File: config.mk
export PLATFORM = sky130hd
export DESIGN_NAME = hamiltonian_cycle_search_core
export DESIGN_NICKNAME = d
export VERILOG_FILES = /design/src/rtl/core/hcs_pkg.sv /design/src/rtl/core/hcs_ram.sv /design/src/rtl/core/hcs_seq.sv /design/src/rtl/core/hamiltonian_cycle_search_core.sv
export VERILOG_INCLUDE_DIRS = /design/src /design/src/rtl/core
export SDC_FILE = /design/constraint.sdc
export NUM_CORES = 1
export LEC_CHECK = 0
export ABC_CLOCK_PERIOD_IN_PS = 6000
export BUFFER_PORTS_ARGS = -buffer_cell sky130_fd_sc_hd__buf_2
export CORE_ASPECT_RATIO = 0.75
export CORE_MARGIN = 2
export CORE_UTILIZATION = 46
export DETAILED_ROUTE_END_ITERATION = 10
export MAX_ROUTING_LAYER = met4
export SETUP_SLACK_MARGIN = 0.3
export SLEW_MARGIN = 20
export SYNTH_ARGS = -nofsm -noshare
export SYNTH_HDL_FRONTEND = slang
export SYNTH_HIERARCHICAL = 1
export SYNTH_SLANG_ARGS = --single-unit
File: constraint.sdc
create_clock -name clk -period 6 [get_ports clk]
set_input_delay 0.6 -clock clk [delete_from_list [all_inputs] [get_ports clk]]
set_output_delay 0.6 -clock clk [all_outputs]
set_load 0.03 [all_outputs]
File: src/rtl/core/assert_macros.svh
// Assertion helpers shared by the core modules.
// Every check is clocked on clk and is ignored while rst is high.
`ifndef ASSERT_MACROS_SVH
`define ASSERT_MACROS_SVH

// The expression must hold at every clock edge.
`define ASSERT_ALWAYS(lbl, expr, msg) \
  lbl: assert property (@(posedge clk) disable iff (rst) (expr)) else $error(msg);

// When the antecedent holds, the consequent must hold in the same cycle.
`define ASSERT_IMPLIES(lbl, ante, cons, msg) \
  lbl: assert property (@(posedge clk) disable iff (rst) (ante) |-> (cons)) else $error(msg);

// When the antecedent holds, the consequent must hold in the next cycle.
`define ASSERT_NEXT(lbl, ante, cons, msg) \
  lbl: assert property (@(posedge clk) disable iff (rst) (ante) |=> (cons)) else $error(msg);

`endif

File: src/rtl/core/hcs_pkg.sv
package hcs_pkg;

  // Fixed field widths.
  localparam int VertexW = 4;
  localparam int CountW  = 5;
  localparam int StoreDepth = 16;
  localparam int StepW   = 4;

  // Request codes.
  typedef enum logic [1:0] {
    REQ_EDGE   = 2'd0,
    REQ_CLEAR  = 2'd1,
    REQ_SEARCH = 2'd2,
    REQ_UNUSED = 2'd3
  } req_t;

  // Result status codes.
  typedef enum logic [1:0] {
    STATUS_CYCLE   = 2'd0,
    STATUS_NONE    = 2'd1,
    STATUS_INVALID = 2'd2
  } status_t;

  // Datapath operations driven by one control word.
  typedef enum logic [3:0] {
    OP_NOP,
    OP_INIT,
    OP_PUSH,
    OP_POP,
    OP_LOADCUR,
    OP_EMITRD,
    OP_EMITOUT,
    OP_FINAL,
    OP_NOTFOUND
  } op_t;

  // Jump conditions; COND_NEXT falls through to the following step.
  typedef enum logic [2:0] {
    COND_NEXT,
    COND_ALWAYS,
    COND_FULL,
    COND_HIT,
    COND_BOTTOM,
    COND_NOCLOSE,
    COND_NOTLAST
  } cond_t;

  typedef struct packed {
    op_t              op;
    cond_t            cond;
    logic [StepW-1:0] target;
  } uword_t;

  // Status flags from the datapath to the sequencer.
  typedef struct packed {
    logic full;
    logic hit;
    logic bottom;
    logic noclose;
    logic notlast;
  } flags_t;

  // Program step addresses.
  localparam logic [StepW-1:0] STEP_IDLE     = 4'd0;
  localparam logic [StepW-1:0] STEP_INIT     = 4'd1;
  localparam logic [StepW-1:0] STEP_CHECK    = 4'd2;
  localparam logic [StepW-1:0] STEP_PUSH     = 4'd3;
  localparam logic [StepW-1:0] STEP_POP      = 4'd4;
  localparam logic [StepW-1:0] STEP_RELOAD   = 4'd5;
  localparam logic [StepW-1:0] STEP_CLOSE    = 4'd6;
  localparam logic [StepW-1:0] STEP_EMITRD   = 4'd7;
  localparam logic [StepW-1:0] STEP_EMITOUT  = 4'd8;
  localparam logic [StepW-1:0] STEP_FINAL    = 4'd9;
  localparam logic [StepW-1:0] STEP_NOTFOUND = 4'd10;

  // Search program held in read-only control store.
  function automatic uword_t ucode_rom(logic [StepW-1:0] step);
    uword_t w;
    case (step)
      STEP_INIT:     w = '{OP_INIT,     COND_NEXT,    STEP_IDLE};
      STEP_CHECK:    w = '{OP_NOP,      COND_FULL,    STEP_CLOSE};
      STEP_PUSH:     w = '{OP_PUSH,     COND_HIT,     STEP_CHECK};
      STEP_POP:      w = '{OP_POP,      COND_BOTTOM,  STEP_NOTFOUND};
      STEP_RELOAD:   w = '{OP_LOADCUR,  COND_ALWAYS,  STEP_CHECK};
      STEP_CLOSE:    w = '{OP_NOP,      COND_NOCLOSE, STEP_POP};
      STEP_EMITRD:   w = '{OP_EMITRD,   COND_NEXT,    STEP_IDLE};
      STEP_EMITOUT:  w = '{OP_EMITOUT,  COND_NOTLAST, STEP_EMITRD};
      STEP_FINAL:    w = '{OP_FINAL,    COND_ALWAYS,  STEP_IDLE};
      STEP_NOTFOUND: w = '{OP_NOTFOUND, COND_ALWAYS,  STEP_IDLE};
      default:       w = '{OP_NOP,      COND_ALWAYS,  STEP_IDLE};
    endcase
    return w;
  endfunction

endpackage

File: src/rtl/core/hcs_ram.sv
module hcs_ram #(
  parameter int WIDTH = 4,
  parameter int DEPTH = 16
) (
  input  logic                     clk,
  input  logic                     we,
  input  logic [$clog2(DEPTH)-1:0] waddr,
  input  logic [WIDTH-1:0]         wdata,
  input  logic [$clog2(DEPTH)-1:0] raddr,
  output logic [WIDTH-1:0]         rdata
);

  logic [WIDTH-1:0] mem [DEPTH];

  // One write port and one registered read port.
  always_ff @(posedge clk) begin
    if (we) begin
      mem[waddr] <= wdata;
    end
    rdata <= mem[raddr];
  end

endmodule

File: src/rtl/core/hcs_seq.sv
`include "assert_macros.svh"

module hcs_seq (
  input  logic            clk,
  input  logic            rst,
  input  logic            start_search,
  input  hcs_pkg::flags_t flags,
  output hcs_pkg::op_t    op,
  output logic            busy
);

  logic [hcs_pkg::StepW-1:0] upc;
  logic [hcs_pkg::StepW-1:0] upc_next;
  hcs_pkg::uword_t           uword;
  logic                      take;

  assign uword = hcs_pkg::ucode_rom(upc);
  assign busy  = (upc != hcs_pkg::STEP_IDLE);
  assign op    = busy ? uword.op : hcs_pkg::OP_NOP;

  // Evaluate the jump condition of the current control word.
  always_comb begin
    case (uword.cond)
      hcs_pkg::COND_NEXT:    take = 1'b0;
      hcs_pkg::COND_ALWAYS:  take = 1'b1;
      hcs_pkg::COND_FULL:    take = flags.full;
      hcs_pkg::COND_HIT:     take = flags.hit;
      hcs_pkg::COND_BOTTOM:  take = flags.bottom;
      hcs_pkg::COND_NOCLOSE: take = flags.noclose;
      hcs_pkg::COND_NOTLAST: take = flags.notlast;
      default:               take = 1'b1;
    endcase
  end

  // Next step: launch from idle, otherwise jump or fall through.
  always_comb begin
    if (!busy) begin
      upc_next = start_search ? hcs_pkg::STEP_INIT : hcs_pkg::STEP_IDLE;
    end else if (take) begin
      upc_next = uword.target;
    end else begin
      upc_next = upc + hcs_pkg::StepW'(1);
    end
  end

  always_ff @(posedge clk) begin
    if (rst) begin
      upc <= hcs_pkg::STEP_IDLE;
    end else begin
      upc <= upc_next;
    end
  end

  `ASSERT_NEXT(a_launch, start_search, busy, "search request did not start the sequencer")
  `ASSERT_IMPLIES(a_launch_idle, start_search, !busy, "search launched while busy")

endmodule

File: src/rtl/core/hamiltonian_cycle_search_core.sv
// Edge and clear requests are taken back to back while no search runs; an invalid edge gives its
// error result in the cycle after the request. A search holds busy high through its start, each
// candidate scan or closing-edge test, each retreat (pop and stack read), then a stack read and
// an output per emitted vertex and the closing result; the walk sets the total.
// Results are one-cycle strobes; the receiver cannot stall them.
// Synchronous reset clears the graph and the search state and sets vertex_count to 16.
`include "assert_macros.svh"

module hamiltonian_cycle_search_core #(
  parameter int MAX_VERTICES = 16
) (
  input  logic                        clk,
  input  logic                        rst,
  input  logic                        start,
  output logic                        busy,
  input  logic [1:0]                  req_type,
  input  logic [hcs_pkg::VertexW-1:0] edge_from,
  input  logic [hcs_pkg::VertexW-1:0] edge_to,
  input  logic                        cfg_valid,
  output logic                        cfg_ready,
  input  logic [hcs_pkg::CountW-1:0]  cfg_data,
  output logic                        result_valid,
  output logic [1:0]                  status,
  output logic [hcs_pkg::CountW-1:0]  position,
  output logic [hcs_pkg::VertexW-1:0] vertex,
  output logic                        last
);

  localparam int CountW  = hcs_pkg::CountW;
  localparam int VertexW = hcs_pkg::VertexW;
  localparam int NumV    = (MAX_VERTICES < hcs_pkg::StoreDepth) ? MAX_VERTICES
                                                                 : hcs_pkg::StoreDepth;
  localparam int VIdxW   = $clog2(NumV);
  localparam logic [CountW-1:0] NumVC = CountW'(NumV);

  logic [CountW-1:0]  vertex_count;
  logic [CountW-1:0]  nv;
  logic [CountW-1:0]  nv_m1;
  logic [NumV-1:0]    adjacency [NumV];
  logic [NumV-1:0]    visited;
  logic [CountW-1:0]  depth;
  logic [CountW-1:0]  depth_m2;
  logic [CountW-1:0]  cand;
  logic [CountW-1:0]  idx;
  logic [VertexW-1:0] cur;
  logic [VIdxW-1:0]   cur_idx;
  logic [NumV-1:0]    row;
  logic [NumV-1:0]    cand_bits;
  logic               hit;
  logic [VertexW-1:0] hit_v;
  logic [VIdxW-1:0]   hit_idx;
  logic               accept;
  logic               start_search;
  logic               edge_ok;
  hcs_pkg::op_t       op;
  hcs_pkg::flags_t    flags;
  logic               ram_we;
  logic [VIdxW-1:0]   ram_waddr;
  logic [VertexW-1:0] ram_wdata;
  logic [VIdxW-1:0]   ram_raddr;
  logic [VertexW-1:0] ram_rdata;

  assign cfg_ready = 1'b1;
  assign accept       = start && !busy;
  assign start_search = accept && (req_type == hcs_pkg::REQ_SEARCH);

  // Active vertex count: zero acts as one, large values clamp to NumV (MAX_VERTICES or the store depth, if smaller).
  always_comb begin
    if (vertex_count == '0) begin
      nv = CountW'(1);
    end else if (vertex_count > NumVC) begin
      nv = NumVC;
    end else begin
      nv = vertex_count;
    end
  end
  assign nv_m1    = nv - CountW'(1);
  assign depth_m2 = depth - CountW'(2);

  assign edge_ok = (CountW'(edge_from) < nv) && (CountW'(edge_to) < nv)
                   && (edge_from != edge_to);

  // Candidate scan: lowest unvisited neighbor at or above cand and below nv.
  assign cur_idx = cur[VIdxW-1:0];
  assign row     = adjacency[cur_idx];
  always_comb begin
    for (int v = 0; v < NumV; v++) begin
      cand_bits[v] = row[v] && !visited[v] && (CountW'(v) >= cand) && (CountW'(v) < nv);
    end
  end

  always_comb begin
    hit   = 1'b0;
    hit_v = '0;
    for (int v = NumV - 1; v >= 0; v--) begin
      if (cand_bits[v]) begin
        hit   = 1'b1;
        hit_v = VertexW'(v);
      end
    end
  end
  assign hit_idx = hit_v[VIdxW-1:0];

  // Flags for the sequencer's conditional jumps.
  assign flags.full    = (depth >= nv);
  assign flags.hit     = hit;
  assign flags.bottom  = (depth <= CountW'(1));
  assign flags.noclose = !row[0];
  assign flags.notlast = (idx != nv_m1);

  hcs_seq u_seq (
    .clk          (clk),
    .rst          (rst),
    .start_search (start_search),
    .flags        (flags),
    .op           (op),
    .busy         (busy)
  );

  // Path stack port control.
  always_comb begin
    ram_we    = 1'b0;
    ram_waddr = '0;
    ram_wdata = '0;
    ram_raddr = idx[VIdxW-1:0];
    case (op)
      hcs_pkg::OP_INIT: begin
        ram_we = 1'b1;
      end
      hcs_pkg::OP_PUSH: begin
        ram_we    = hit;
        ram_waddr = depth[VIdxW-1:0];
        ram_wdata = hit_v;
      end
      hcs_pkg::OP_POP: begin
        ram_raddr = depth_m2[VIdxW-1:0];
      end
      default: begin
        ram_raddr = idx[VIdxW-1:0];
      end
    endcase
  end

  hcs_ram #(
    .WIDTH (VertexW),
    .DEPTH (NumV)
  ) u_path_stack (
    .clk   (clk),
    .we    (ram_we),
    .waddr (ram_waddr),
    .wdata (ram_wdata),
    .raddr (ram_raddr),
    .rdata (ram_rdata)
  );

  // Configuration, graph store, search registers and result register.
  always_ff @(posedge clk) begin
    if (rst) begin
      vertex_count <= CountW'(16);
      for (int r = 0; r < NumV; r++) begin
        adjacency[r] <= '0;
      end
      visited      <= '0;
      depth        <= '0;
      cand         <= '0;
      idx          <= '0;
      cur          <= '0;
      result_valid <= 1'b0;
    end else begin
      result_valid <= 1'b0;

      if (cfg_valid && cfg_ready) begin
        vertex_count <= cfg_data;
      end

      // Requests taken while idle.
      if (accept && (req_type == hcs_pkg::REQ_EDGE)) begin
        if (edge_ok) begin
          adjacency[edge_from[VIdxW-1:0]][edge_to[VIdxW-1:0]] <= 1'b1;
          adjacency[edge_to[VIdxW-1:0]][edge_from[VIdxW-1:0]] <= 1'b1;
        end else begin
          result_valid <= 1'b1;
          status       <= hcs_pkg::STATUS_INVALID;
          position     <= '0;
          vertex       <= '0;
          last         <= 1'b1;
        end
      end
      if (accept && (req_type == hcs_pkg::REQ_CLEAR)) begin
        for (int r = 0; r < NumV; r++) begin
          adjacency[r] <= '0;
        end
      end

      // Datapath operation chosen by the current control word.
      case (op)
        hcs_pkg::OP_INIT: begin
          visited <= NumV'(1);
          depth   <= CountW'(1);
          cand    <= CountW'(1);
          cur     <= '0;
          idx     <= '0;
        end
        hcs_pkg::OP_PUSH: begin
          if (hit) begin
            visited[hit_idx] <= 1'b1;
            depth            <= depth + CountW'(1);
            cand             <= CountW'(1);
            cur              <= hit_v;
          end
        end
        hcs_pkg::OP_POP: begin
          if (!flags.bottom) begin
            visited[cur_idx] <= 1'b0;
            cand             <= CountW'(cur) + CountW'(1);
            depth            <= depth - CountW'(1);
          end
        end
        hcs_pkg::OP_LOADCUR: begin
          cur <= ram_rdata;
        end
        hcs_pkg::OP_EMITOUT: begin
          result_valid <= 1'b1;
          status       <= hcs_pkg::STATUS_CYCLE;
          position     <= idx;
          vertex       <= ram_rdata;
          last         <= 1'b0;
          idx          <= idx + CountW'(1);
        end
        hcs_pkg::OP_FINAL: begin
          result_valid <= 1'b1;
          status       <= hcs_pkg::STATUS_CYCLE;
          position     <= nv;
          vertex       <= '0;
          last         <= 1'b1;
        end
        hcs_pkg::OP_NOTFOUND: begin
          result_valid <= 1'b1;
          status       <= hcs_pkg::STATUS_NONE;
          position     <= '0;
          vertex       <= '0;
          last         <= 1'b1;
        end
        default: begin
          cand <= cand;
        end
      endcase
    end
  end

  `ASSERT_IMPLIES(a_depth_bound, busy && (op != hcs_pkg::OP_INIT), depth <= nv, "path depth beyond vertex count")
  `ASSERT_IMPLIES(a_root_visited, busy && (op != hcs_pkg::OP_INIT), visited[0], "start vertex dropped from visited mask")
  `ASSERT_IMPLIES(a_cycle_pos, result_valid && (status == hcs_pkg::STATUS_CYCLE) && !last, position < nv, "cycle vertex position out of range")

endmodule
==> results.json <==
{
  "die_h_um": 179,
  "drtAntennaViolNets": 0,
  "rows": 64,
  "via_count": 16400,
  "arrival_ns": 5.14,
  "syn_area_per_cell_um2": 8.59,
  "status": "complete, no violations",
  "synth_top_area_share": 0.328,
  "grt_max_degree": 185,
  "slew_viol_final": 0,
  "critPathRequiredTime_ns": 6.20,
  "grt.total_usage": 0.299,
  "syn_to_final_growth_pct": 9.69,
  "final_util": 0.510,
  "start_kind": "register",
  "p_sw_mw": 1.34,
  "regArea_mm2": 0.00848,
  "ys_ff_latch": 385,
  "seqPwrFrac": 0.473,
  "cts_tree": "done",
  "final_cells": 2719,
  "p_clk_frac": 0.476,
  "gr-total-overflow": 0,
  "antenna_found_initial": 2,
  "period_minus_slack_ns": 4.93,
  "drt-wirelength-per-cell_um": 23.1,
  "dr.first_iter.drc_count": 2293,
  "post_cts_buffers": 0,
  "finalSetupViolCount": 0,
  "switching_share": 0.239,
  "dp_hpwl_mm": 45.5,
  "synth_seq_area_share": 0.449,
  "fin_tns_setup_ns": 0,
  "fmax_ghz": 0.203,
  "dieArea_mm2": 0.0427,
  "fin_skew_ns": 0.0219,
  "cts_made_buffers": 42,
  "cts_root_buffer": "clkbuf_16",
  "hp-class": "input pin to register",
  "synthCells": 2198,
  "tightest_slew_ns": 1.08,
  "internal_power_mw": 4.26,
  "synthFlopType": "dfxtp_1",
  "grt_pass1_vias": 14900,
  "syn_nets": 2243,
  "via_per_inst": 6.05,
  "cp-end-kind": "register",
  "synth-async-reset-ratio": 0,
  "path_delay_family": "simple AND/OR/NAND/NOR gates",
  "yosys_warnings": 6,
  "path_common_cell": "inv_1",
  "synth.area.top_cells": "dfxtp_1 (33%), nand2_1 (13%), edfxtp_1 (12%), mux2i_1 (5.1%), nand3_1 (3.9%)",
  "layout-drive-gt1-share": 0.0918,
  "worstPathCellList": "inv_1, nand2_1, ha_1, a2111oi_0, nand4_1, nand3_2, nor3_2, a41oi_1, nor2_1, inv_1, or3b_2, nor3_1",
  "ios": 34,
  "worst-path-max-fanout": 14,
  "clk_latency_ns": 0.57,
  "maxCapViolations": 0,
  "ir_worst_vdd_mv": 0.184,
  "synth_edf_count": 76,
  "hold_buffers": 0,
  "synth.distinct_cells": 89,
  "slowest_stage": "a2111oi_0",
  "n_fill_cell": 3803,
  "grt_pass1_wl_mm": 94.3,
  "globalplace.congestion": 0.979,
  "dr.pass1.iters": 6,
  "drcViolationCount": 0,
  "core_mm2": 0.0406,
  "multi_input_area_mm2": 0.00963,
  "clock_path_buffers": 3,
  "reg2reg_slack_ns": 1.07,
  "ctsHtreeMaxLevel": 2,
  "start_util": 0.465,
  "cts_resized": 0,
  "pwr_density_cell_mw_per_mm2": 270,
  "crit_type": "register to register",
  "clkTransAtPathRegs_ns": 0.06,
  "io_buffers": 32,
  "path_buf_inv": 2,
  "rsz0062_at_grt": "false",
  "pwr-share-comb": 0.050,
  "yosys.area.top_type": "dfxtp_1",
  "hold_viol": 0,
  "place_inst": 2640,
  "period_share": 0.822,
  "cts.sinks": 385,
  "max_slew_margin": 0.276,
  "routed_wl_mm": 62.9,
  "nNetsFinal": 2201,
  "synth_area_mm2": 0.0189,
  "cpPeakStageDelay_ns": 0.68,
  "leakagePower_nw": 8.39,
  "die_w_um": 238
}
==> worst register-to-register path: cells and delay by family, from the launching register on <==
family                   cells  cell delay, ns
flip-flops                   1            0.46
adder cells (fa/ha/maj)      1            0.31
buffers and inverters        2            0.74
AND/OR/NAND/NOR              7            2.07
AO/OA/AOI/OAI                2            0.99
==> logic make-up (layout without fill, tap and decap cells) <==
family | after synthesis | after routing | synth area share
adder cells (fa/ha/maj) | 26 | 26 | 0.0172
AND/OR/NAND/NOR | 1130 | 1130 | 0.263
buffers and inverters | 175 | 166 | 0.0429
other | 1 | 3 | 0.000199
flip-flops | 385 | 385 | 0.449
XOR/XNOR | 19 | 19 | 0.00882
multiplexers | 143 | 143 | 0.106
AO/OA/AOI/OAI | 319 | 319 | 0.114
==> final cells by class <==
class | count | area share
Clock inverter | 17 | 0.00798
Antenna cell | 2 | 0.000242
Timing Repair Buffer | 61 | 0.0190
Inverter | 28 | 0.00508
Clock buffer | 60 | 0.0609
Sequential cell | 385 | 0.409
Tap cell | 528 | 0.0319
Multi-Input combinational cell | 1638 | 0.465
==> through the flow <==
step	setup slack, ns	hold slack [ns]	area [um2]	power [mW]
2_1_floorplan	2.39	0.407	18900	2.89
3_3_place_gp	1.26	0.421	19300	2.98
3_5_place_dp	1.14	0.422	19300	2.98
4_1_cts	1.12	0.254	20700	5.63
5_1_grt	0.754	0.266	20700	5.75
6_report	1.07	0.279	20700	5.60
==> cell usage after synthesis (5+ instances only) <==
master,count
xor2_1,13
o31ai_1,8
buf_2,15
a21boi_0,5
mux4_2,22
nand2_1,663
o211ai_1,12
buf_4,11
ha_1,26
nor2b_1,20
a31oi_1,17
nor4_1,8
edfxtp_1,76
o21a_1,6
mux4_1,17
or4_1,5
dfxtp_1,309
buf_1,8
and2_1,30
o21ai_0,77
inv_1,26
clkbuf_1,103
nand2b_1,17
nand4_1,15
nor2_1,126
or2_2,5
xnor2_1,6
mux2_2,8
nor3_1,50
a21o_1,24
buf_6,8
and3_1,5
a22oi_1,41
nand3_1,147
nand3b_1,8
a21oi_1,66
a221oi_1,7
mux2i_1,96
==> worst paths after layout <==
check / start / end / cells after the start
worst max register to register: vertex_count[4] / u_path_stack/mem[0][3] / 12
worst max-delay path: vertex_count[4] / u_path_stack/mem[0][3] / 12
worst min register to register: adjacency[3][0] / adjacency[3][0] / 2
worst min-delay path: cfg_data[0] / vertex_count[0] / 3
==> flip-flops by register name, summed over array words and instances, names as in the netlist, 2 cells and up, named ones only <==
register	cells
idx	5
u_path_stack/mem	64
adjacency	256
cand	5
u_seq/upc	4
status	2
position	5
vertex	4
visited	16
u_path_stack/rdata	4
vertex_count	5
cur	4
depth	5
==> power by group through the flow <==
| stage | clock (mW) | sequential (mW) | combinational (mW) |
|---|---|---|---|
| finish | 2.67 | 2.65 | 0.283 |
| global route | 2.80 | 2.65 | 0.301 |
| CTS | 2.70 | 2.65 | 0.274 |
| detailed placement | 0 | 2.71 | 0.273 |
| global placement | 0 | 2.71 | 0.273 |
| floorplan | 0 | 2.70 | 0.197 |
==> layer usage <==
layer / global-route usage / routed length [um]
met1: 0.464 / 29600
met2: 0.387 / 24500
met3: 0.0699 / 7560
met4: 0.0642 / 1160
met5: - / 0
==> layout by cell type, fill, tap and decap left out, types with 6 or more instances in the layout <==
cell type,netlist,layout
buf_2,15,31
a21o_1,24,24
nand4_1,15,15
and2_1,30,30
inv_1,26,26
a21oi_1,66,65
xnor2_1,6,6
a31oi_1,17,17
nor2b_1,20,20
nor3_1,50,48
mux2_2,8,8
o21ai_0,77,75
nand2b_1,17,17
o211ai_1,12,12
clkbuf_16,0,43
buf_4,11,29
clkinv_2,0,6
ha_1,26,26
nand3_1,147,147
o21a_1,6,6
xor2_1,13,13
a22oi_1,41,41
edfxtp_1,76,76
nor4_1,8,8
mux2i_1,96,96
nand2_1,663,663
o31ai_1,8,8
mux4_1,17,17
clkbuf_8,0,12
nor2_1,126,125
mux4_2,22,22
a221oi_1,7,7
dfxtp_1,309,305
nand3b_1,8,8
(Power assumes the default switching activity.)
